--- src/sv/seq_pkg.sv ---
// Package for the sorted event queue: operation and status codes, cell command
// type and default sizes. No dependencies.
`default_nettype none

package seq_pkg;

  localparam int DEPTH_DEF     = 16;
  localparam int KEY_WIDTH_DEF = 32;
  localparam int TAG_WIDTH_DEF = 16;

  localparam int FUNC_W   = 3;
  localparam int STATUS_W = 2;

  localparam logic [FUNC_W-1:0] FUNC_INSERT    = 3'd0;
  localparam logic [FUNC_W-1:0] FUNC_PUSH_NEAR = 3'd1;
  localparam logic [FUNC_W-1:0] FUNC_PUSH_FAR  = 3'd2;
  localparam logic [FUNC_W-1:0] FUNC_POP       = 3'd3;
  localparam logic [FUNC_W-1:0] FUNC_CLEAR     = 3'd4;

  localparam logic [STATUS_W-1:0] ST_OK    = 2'd0;
  localparam logic [STATUS_W-1:0] ST_EMPTY = 2'd1;
  localparam logic [STATUS_W-1:0] ST_FULL  = 2'd2;

  typedef enum logic [1:0] {
    C_HOLD,
    C_INS,
    C_PUSH_FAR,
    C_POP
  } cell_mode_t;

  typedef struct packed {
    cell_mode_t mode;
    logic       use_hit;
  } cell_cmd_t;

endpackage

`default_nettype wire

--- src/sv/seq_cell.sv ---
// One storage cell of the queue chain: holds a key/tag pair and a suffix-OR hit bit.
// Depends on seq_pkg.
`default_nettype none

module seq_cell #(
  parameter int KEY_WIDTH = 32,
  parameter int TAG_WIDTH = 16,
  parameter int CNT_W     = 5,
  parameter int IDX       = 0
) (
  input  wire                    clk,
  input  seq_pkg::cell_cmd_t     cmd,
  input  wire  [CNT_W-1:0]       fill,
  input  wire  [KEY_WIDTH-1:0]   new_key,
  input  wire  [TAG_WIDTH-1:0]   new_tag,
  input  wire  [KEY_WIDTH-1:0]   below_key,
  input  wire  [TAG_WIDTH-1:0]   below_tag,
  input  wire                    below_hit,
  input  wire  [KEY_WIDTH-1:0]   above_key,
  input  wire  [TAG_WIDTH-1:0]   above_tag,
  input  wire                    above_hit,
  output logic [KEY_WIDTH-1:0]   key_o,
  output logic [TAG_WIDTH-1:0]   tag_o,
  output logic                   hit_o
);
  import seq_pkg::*;

  localparam logic [CNT_W-1:0] POS = CNT_W'(IDX);

  logic [KEY_WIDTH-1:0] key_r, key_nxt;
  logic [TAG_WIDTH-1:0] tag_r, tag_nxt;
  logic                 hit_r, hit_nxt;
  logic                 own_hit, low_hit;

  // hit: some occupied cell at or above this one holds key <= new key
  assign hit_nxt = ((POS < fill) && (key_r <= new_key)) || above_hit;
  assign own_hit = cmd.use_hit & hit_r;
  assign low_hit = (IDX == 0) ? 1'b1 : (cmd.use_hit & below_hit);

  always_comb begin
    key_nxt = key_r;
    tag_nxt = tag_r;
    case (cmd.mode)
      C_INS: begin
        if (!own_hit) begin
          if (low_hit) begin
            key_nxt = new_key;
            tag_nxt = new_tag;
          end else begin
            key_nxt = below_key;
            tag_nxt = below_tag;
          end
        end
      end
      C_PUSH_FAR: begin
        if (POS == fill) begin
          key_nxt = new_key;
          tag_nxt = new_tag;
        end
      end
      C_POP: begin
        key_nxt = above_key;
        tag_nxt = above_tag;
      end
      default: begin
        key_nxt = key_r;
        tag_nxt = tag_r;
      end
    endcase
  end

  always_ff @(posedge clk) begin
    key_r <= key_nxt;
    tag_r <= tag_nxt;
    hit_r <= hit_nxt;
  end

  assign key_o = key_r;
  assign tag_o = tag_r;
  assign hit_o = hit_r;

endmodule

`default_nettype wire

--- src/sv/sorted_event_queue_top.sv ---
// Sorted event queue top: control sequencer over a chain of seq_cell instances.
// Push, pop, clear and rejected ops: result registered in the cycle after accept,
// one per cycle while the output is not stalled. Sorted insert: the hit bit ripples
// down the cell chain in S_SCAN, then S_APPLY waits for a free output and registers
// the result; no new op is taken until the insert completes. Cell 0 is the pop end.
// Synchronous active-low reset empties the queue; no sweep. Depends on seq_pkg and seq_cell.
`default_nettype none

module sorted_event_queue_top #(
  parameter int DEPTH     = seq_pkg::DEPTH_DEF,
  parameter int KEY_WIDTH = seq_pkg::KEY_WIDTH_DEF,
  parameter int TAG_WIDTH = seq_pkg::TAG_WIDTH_DEF,
  localparam int CW       = $clog2(DEPTH + 1),
  localparam int IN_TW    = ((KEY_WIDTH + TAG_WIDTH + 7) / 8) * 8,
  localparam int OUT_TW   = ((KEY_WIDTH + TAG_WIDTH + seq_pkg::STATUS_W + CW + 7) / 8) * 8
) (
  input  wire                          clk,
  input  wire                          rst_n,
  input  wire                          in_tvalid,
  output logic                         in_tready,
  input  wire  [IN_TW-1:0]             in_tdata,   // key, tag
  input  wire  [seq_pkg::FUNC_W-1:0]   in_tuser,   // func
  output logic                         out_tvalid,
  input  wire                          out_tready,
  output logic [OUT_TW-1:0]            out_tdata   // out_key, out_tag, status, entry_count
);
  import seq_pkg::*;

  localparam int SC_W = $clog2(DEPTH);
  localparam logic [CW-1:0]   FULL_CNT  = CW'(DEPTH);
  localparam logic [SC_W-1:0] SCAN_LAST = SC_W'(DEPTH - 1);

  typedef enum logic [1:0] {
    S_IDLE,
    S_SCAN,
    S_APPLY
  } state_t;

  state_t                state_r, state_nxt;
  logic [SC_W-1:0]       cnt_r, cnt_nxt;
  logic [CW-1:0]         fill_r, fill_nxt;
  logic [KEY_WIDTH-1:0]  key_r, key_nxt;
  logic [TAG_WIDTH-1:0]  tag_r, tag_nxt;
  logic                  out_valid_r, out_valid_nxt;
  logic [KEY_WIDTH-1:0]  out_key_r, out_key_nxt;
  logic [TAG_WIDTH-1:0]  out_tag_r, out_tag_nxt;
  logic [STATUS_W-1:0]   out_status_r, out_status_nxt;
  logic [CW-1:0]         out_count_r, out_count_nxt;

  logic [KEY_WIDTH-1:0]  in_key;
  logic [TAG_WIDTH-1:0]  in_tag;
  logic                  accept, out_free, is_full, is_empty;
  logic [KEY_WIDTH-1:0]  new_key;
  logic [TAG_WIDTH-1:0]  new_tag;
  cell_cmd_t             cmd;

  logic [KEY_WIDTH-1:0]  cell_key [DEPTH];
  logic [TAG_WIDTH-1:0]  cell_tag [DEPTH];
  logic                  cell_hit [DEPTH];
  logic [KEY_WIDTH-1:0]  bel_key  [DEPTH];
  logic [TAG_WIDTH-1:0]  bel_tag  [DEPTH];
  logic                  bel_hit  [DEPTH];
  logic [KEY_WIDTH-1:0]  abv_key  [DEPTH];
  logic [TAG_WIDTH-1:0]  abv_tag  [DEPTH];
  logic                  abv_hit  [DEPTH];

  assign in_key   = in_tdata[KEY_WIDTH-1:0];
  assign in_tag   = in_tdata[KEY_WIDTH +: TAG_WIDTH];
  assign out_free = !out_valid_r || out_tready;
  assign in_tready = (state_r == S_IDLE) && out_free;
  assign accept   = in_tvalid && in_tready;
  assign is_full  = (fill_r == FULL_CNT);
  assign is_empty = (fill_r == '0);
  assign new_key  = (state_r == S_IDLE) ? in_key : key_r;
  assign new_tag  = (state_r == S_IDLE) ? in_tag : tag_r;

  always_comb begin
    state_nxt      = state_r;
    cnt_nxt        = cnt_r;
    fill_nxt       = fill_r;
    key_nxt        = key_r;
    tag_nxt        = tag_r;
    out_valid_nxt  = out_valid_r && !out_tready;
    out_key_nxt    = out_key_r;
    out_tag_nxt    = out_tag_r;
    out_status_nxt = out_status_r;
    out_count_nxt  = out_count_r;
    cmd.mode       = C_HOLD;
    cmd.use_hit    = 1'b0;
    case (state_r)
      S_IDLE: begin
        if (accept) begin
          out_valid_nxt  = 1'b1;
          out_key_nxt    = '0;
          out_tag_nxt    = '0;
          out_status_nxt = ST_OK;
          case (in_tuser)
            FUNC_INSERT: begin
              if (is_full) begin
                out_status_nxt = ST_FULL;
              end else begin
                out_valid_nxt = 1'b0;
                key_nxt       = in_key;
                tag_nxt       = in_tag;
                cnt_nxt       = '0;
                state_nxt     = S_SCAN;
              end
            end
            FUNC_PUSH_NEAR: begin
              if (is_full) begin
                out_status_nxt = ST_FULL;
              end else begin
                cmd.mode = C_INS;
                fill_nxt = fill_r + 1'b1;
              end
            end
            FUNC_PUSH_FAR: begin
              if (is_full) begin
                out_status_nxt = ST_FULL;
              end else begin
                cmd.mode = C_PUSH_FAR;
                fill_nxt = fill_r + 1'b1;
              end
            end
            FUNC_POP: begin
              if (is_empty) begin
                out_status_nxt = ST_EMPTY;
              end else begin
                cmd.mode    = C_POP;
                fill_nxt    = fill_r - 1'b1;
                out_key_nxt = cell_key[0];
                out_tag_nxt = cell_tag[0];
              end
            end
            FUNC_CLEAR: begin
              fill_nxt = '0;
            end
            default: begin
              fill_nxt = fill_r;
            end
          endcase
          out_count_nxt = fill_nxt;
        end
      end
      S_SCAN: begin
        cnt_nxt = cnt_r + 1'b1;
        if (cnt_r == SCAN_LAST) begin
          state_nxt = S_APPLY;
        end
      end
      S_APPLY: begin
        if (out_free) begin
          cmd.mode       = C_INS;
          cmd.use_hit    = 1'b1;
          fill_nxt       = fill_r + 1'b1;
          out_valid_nxt  = 1'b1;
          out_key_nxt    = '0;
          out_tag_nxt    = '0;
          out_status_nxt = ST_OK;
          out_count_nxt  = fill_r + 1'b1;
          state_nxt      = S_IDLE;
        end
      end
      default: begin
        state_nxt = S_IDLE;
      end
    endcase
  end

  always_ff @(posedge clk) begin
    if (!rst_n) begin
      state_r     <= S_IDLE;
      fill_r      <= '0;
      out_valid_r <= 1'b0;
      cnt_r       <= '0;
    end else begin
      state_r     <= state_nxt;
      fill_r      <= fill_nxt;
      out_valid_r <= out_valid_nxt;
      cnt_r       <= cnt_nxt;
    end
    key_r        <= key_nxt;
    tag_r        <= tag_nxt;
    out_key_r    <= out_key_nxt;
    out_tag_r    <= out_tag_nxt;
    out_status_r <= out_status_nxt;
    out_count_r  <= out_count_nxt;
  end

  generate
    for (genvar gi = 0; gi < DEPTH; gi++) begin : g_cell
      if (gi == 0) begin : g_first
        assign bel_key[gi] = '0;
        assign bel_tag[gi] = '0;
        assign bel_hit[gi] = 1'b1;
      end else begin : g_mid
        assign bel_key[gi] = cell_key[gi-1];
        assign bel_tag[gi] = cell_tag[gi-1];
        assign bel_hit[gi] = cell_hit[gi-1];
      end
      if (gi == DEPTH - 1) begin : g_last
        assign abv_key[gi] = '0;
        assign abv_tag[gi] = '0;
        assign abv_hit[gi] = 1'b0;
      end else begin : g_up
        assign abv_key[gi] = cell_key[gi+1];
        assign abv_tag[gi] = cell_tag[gi+1];
        assign abv_hit[gi] = cell_hit[gi+1];
      end

      seq_cell #(
        .KEY_WIDTH (KEY_WIDTH),
        .TAG_WIDTH (TAG_WIDTH),
        .CNT_W     (CW),
        .IDX       (gi)
      ) u_cell (
        .clk       (clk),
        .cmd       (cmd),
        .fill      (fill_r),
        .new_key   (new_key),
        .new_tag   (new_tag),
        .below_key (bel_key[gi]),
        .below_tag (bel_tag[gi]),
        .below_hit (bel_hit[gi]),
        .above_key (abv_key[gi]),
        .above_tag (abv_tag[gi]),
        .above_hit (abv_hit[gi]),
        .key_o     (cell_key[gi]),
        .tag_o     (cell_tag[gi]),
        .hit_o     (cell_hit[gi])
      );
    end
  endgenerate

  assign out_tvalid = out_valid_r;
  assign out_tdata  = OUT_TW'({out_count_r, out_status_r, out_tag_r, out_key_r});

  a_fill_bound: assert property (@(posedge clk) disable iff (!rst_n)
    fill_r <= FULL_CNT)
    else $error("fill level above depth");

  a_insert_scans: assert property (@(posedge clk) disable iff (!rst_n)
    accept && (in_tuser == FUNC_INSERT) && !is_full |=> (state_r == S_SCAN) && !out_valid_r)
    else $error("sorted insert did not start a scan");

  a_pop_dec: assert property (@(posedge clk) disable iff (!rst_n)
    accept && (in_tuser == FUNC_POP) && !is_empty |=> fill_r == CW'($past(fill_r) - 1'b1))
    else $error("pop did not decrement fill level");

  a_apply_count: assert property (@(posedge clk) disable iff (!rst_n)
    (state_r == S_APPLY) && out_free |=> out_valid_r && (out_count_r == fill_r))
    else $error("insert result count mismatch");

endmodule

`default_nettype wire
--- config.mk ---
export PLATFORM = sky130hd
export DESIGN_NAME = sorted_event_queue_top
export DESIGN_NICKNAME = d
export VERILOG_FILES = /design/src/sv/seq_pkg.sv /design/src/sv/seq_cell.sv /design/src/sv/sorted_event_queue_top.sv
export SDC_FILE = /design/constraint.sdc
export NUM_CORES = 2
export LEC_CHECK = 0
export BUFFER_PORTS_ARGS = -buffer_cell sky130_fd_sc_hd__buf_2
export CORE_MARGIN = 1
export CORE_UTILIZATION = 30
export CTS_BUF_LIST = sky130_fd_sc_hd__clkbuf_4
export CTS_CLUSTER_DIAMETER = 60
export DETAILED_ROUTE_END_ITERATION = 6
export SYNTH_ARGS = -nofsm -noshare
export SYNTH_HDL_FRONTEND = slang
export SYNTH_SLANG_ARGS = --single-unit
--- constraint.sdc ---
create_clock -name clk -period 6.2 [get_ports clk]
set_input_delay 0.62 -clock clk [delete_from_list [all_inputs] [get_ports clk]]
set_output_delay 0.62 -clock clk [all_outputs]
set_load 0.05 [all_outputs]
==> flow_summary.json <==
{
  "num_vias": 50989,
  "drt-pass1-iter-count": 7,
  "crit_start": "fill_r[1]",
  "grt_pass1_vias": 47422,
  "cts_sinks": 899,
  "p_leak_nw": 23.4,
  "synth-simple-area-share": 0.0984,
  "synthDistinctLibCells": 77,
  "hold_violations": 0,
  "synthTopCellsByArea": "edfxtp_1 45%, ha_1 11%, o211ai_1 7.6%, a21oi_1 7.6%, o21ai_0 5.3%",
  "clk_latency_ns": 1.28,
  "hold_path_startpoint": "in_tvalid",
  "peakVddDrop_mv": 0.144,
  "synth-adder-area-share": 0.109,
  "placed_cell_area_mm2": 0.0616,
  "netlist.area_leader.share": 0.448,
  "synth.area.mux_share": 0.00857,
  "start_kind": "register",
  "finalSetupViolations": 0,
  "ys_seq_area_frac": 0.458,
  "synth_warnings": 0,
  "synth_enable_flop_cells": 871,
  "clockBufferDepth": 4,
  "end_kind": "register",
  "areaGrowthSynthToFinish_pct": 12.2,
  "dp_cells": 8245,
  "status": "complete, but fails checks",
  "drive_above_1_share": 0.141,
  "worst-path-buf-inv": 3,
  "fin_nets": 6614,
  "cts_tree": "built",
  "synthCells": 5986,
  "max_freq_mhz": 204,
  "cap_violations": 0,
  "violations": "design-rule violations",
  "fp.dieW_um": 443,
  "die_area_mm2": 0.196,
  "drc": 4,
  "synth-xor-area-share": 0.00330,
  "ys_ff_latch": 899,
  "start_util": 0.303,
  "cts_setup_buffers": 0,
  "grt_start_max_net_pins": 235,
  "io_buffers": 111,
  "maxSlewViolCount": 0,
  "critPathMaxStageDelay_ns": 1.00,
  "path_cells": "inv_1 -> ha_1 -> nor4bb_2 -> mux2i_1 -> a31oi_4 -> buf_4 -> a21oi_4 -> buf_4",
  "crit_type": "reg2reg",
  "path_common_cell": "buf_4",
  "min_period_ns": 4.90,
  "final_area_mm2": 0.0655,
  "pin_count": 113,
  "final_util": 0.339,
  "final.setup.tns_ns": 0,
  "worst_path_max_delay_cell": "a21oi_4",
  "drtIter0Drc": 6265,
  "synth_flop_cell": "edfxtp_1",
  "clock_skew_ns": 0.0784,
  "required_ns": 7.08,
  "regToRegStartpoint": "fill_r[1]",
  "arrival_ns": 5.78,
  "crit_family": "compound AO/OA/AOI/OAI gates",
  "grt_setup_unrepaired": "no",
  "htree_levels": 5,
  "synth_top_family_by_area": "compound AO/OA/AOI/OAI gates",
  "min_path_cells": 4,
  "hold_class": "in2reg",
  "powerDensity_mw_per_mm2": 229,
  "numCtsBuffers": 279,
  "r2r_cells": 8,
  "antenna_found_initial": 12,
  "wl_per_cell_um": 23.9,
  "wirelength_mm": 210,
  "multiInputGateArea_mm2": 0.0297,
  "yosys.area.top_type": "edfxtp_1",
  "final_cells": 8761,
  "place.gp.congestion": 0.944,
  "mostFrequentLayoutCells": "877 x a21oi_1, 871 x edfxtp_1, 723 x nor2_1",
  "core_mm2": 0.193,
  "async_flop_share": 0,
  "relSlewSlack": 0.151,
  "die_h_um": 443,
  "cp.depth": 8,
  "synth_compound_area_frac": 0.276,
  "syn-num-nets": 6543,
  "grt_pass1_wl_mm": 309,
  "post_cts_resized": 0,
  "worst_pin_slew_ns": 1.27,
  "grt_overflow": 0,
  "gr-usage-all-layers": 0.206,
  "fillCellCount": 19460,
  "seq_area_mm2": 0.0267,
  "std_cell_rows": 161,
  "cp_max_fo": 22,
  "path_clk_slew_ns": 0.06,
  "layout_commonest_cell": "a21oi_1",
  "avgSynthCellArea_um2": 9.75,
  "synth_area_mm2": 0.0584,
  "dp_hpwl_mm": 138,
  "viasPerCell": 5.82,
  "drtAntennaViolNets": 0,
  "fin_crit_sh": 0.790,
  "cts-root-buf": "clkbuf_4"
}
-- where the power goes --
part	switching (mW)	internal, mW	total [mW]	leakage (nW)
Clock	2.84	3.05	5.89	1.99
Sequential	0.176	6.90	7.08	8.21
Combinational	1.41	0.627	2.03	13.2
-- layer usage --
metal / GRT usage / share of wire
met3: 0.0457 / 0.092
met5: 0 / 0.00064
met4: 0.0933 / 0.041
met1: 0.269 / 0.41
met2: 0.324 / 0.46
-- stage by stage --
stage	hold slack [ns]	total power [mW]	setup WS, ns
finish	0.120	15.0	1.30
global route	0.0619	15.6	1.15
CTS	0.00563	15.1	1.37
detailed placement	0.466	9.16	1.45
global placement	0.457	9.11	1.50
floorplan	0.423	8.44	0.0648
-- layout make-up --
cell class / count / area share
multi-input combinational: 4511 / 0.454
inverter: 55 / 0.00317
clock buffer: 406 / 0.0465
antenna: 6 / 0.000229
clock inverter: 47 / 0.00357
timing repair buffer: 311 / 0.0365
tap: 2526 / 0.0483
sequential: 899 / 0.408
-- kinds of logic after synthesis --
group	Yosys count
simple gates	1306
buf+inv	576
other cells	1
compound gates	2620
fa+ha+maj	512
mux	50
flops	899
xor+xnor	22
-- tightest hold or removal path, delay by kind of cell --
| kind | cells | cell delay [ns] |
|---|---|---|
| buffers and inverters | 2 | 0.36 |
| and+or+nand+nor | 2 | 0.18 |
-- flip-flops by register name (all words and copies together), names as in the netlist --
signal,cells
g_cell.u_cell.key_o,512
g_cell.u_cell.tag_o,256
key_r,32
out_key_r,32
g_cell.u_cell.hit_o,16
out_tag_r,16
tag_r,16
fill_r,5
out_count_r,5
cnt_r,4
out_status_r,2
state_r,2
out_tvalid,1
-- synth_stat cells, types with 6 or more instances --
cell type / count
mux2i_1: 50
a221oi_1: 7
a21o_1: 85
a211oi_1: 20
ha_1: 502
and3_1: 51
a31o_2: 9
o21a_1: 7
nor2_1: 726
dfxtp_1: 28
o211ai_2: 100
inv_1: 55
a21oi_1: 882
a41oi_1: 6
maj3_1: 7
buf_6: 19
o221ai_1: 7
o31ai_1: 53
nand2_2: 12
nor3_1: 29
o22ai_1: 43
nor4_1: 19
a21boi_0: 12
nand2_1: 232
or2_2: 6
o21bai_1: 9
o211ai_1: 589
nand4_1: 97
and2_1: 20
o21ai_0: 614
buf_2: 198
buf_1: 8
nor2b_1: 32
a31oi_1: 16
xnor2_1: 18
edfxtp_1: 871
clkbuf_1: 256
o21ai_1: 125
buf_4: 39
and4_1: 6
nand3_1: 50
-- worst paths after layout --
kind	end	slack, ns
max	g_cell[3].u_cell.key_o[15]	1.30
min	out_key_r[0]	0.12
max reg2reg	g_cell[3].u_cell.key_o[15]	1.30
min reg2reg	g_cell[13].u_cell.hit_o	0.49
-- what timing repair did --
item,in CTS,in global routing
hold buffers,57,0
setup endpoints to repair,0,0
endpoints found under the hold margin,163,0
No activity file was read; power rests on OpenSTA's default activity.
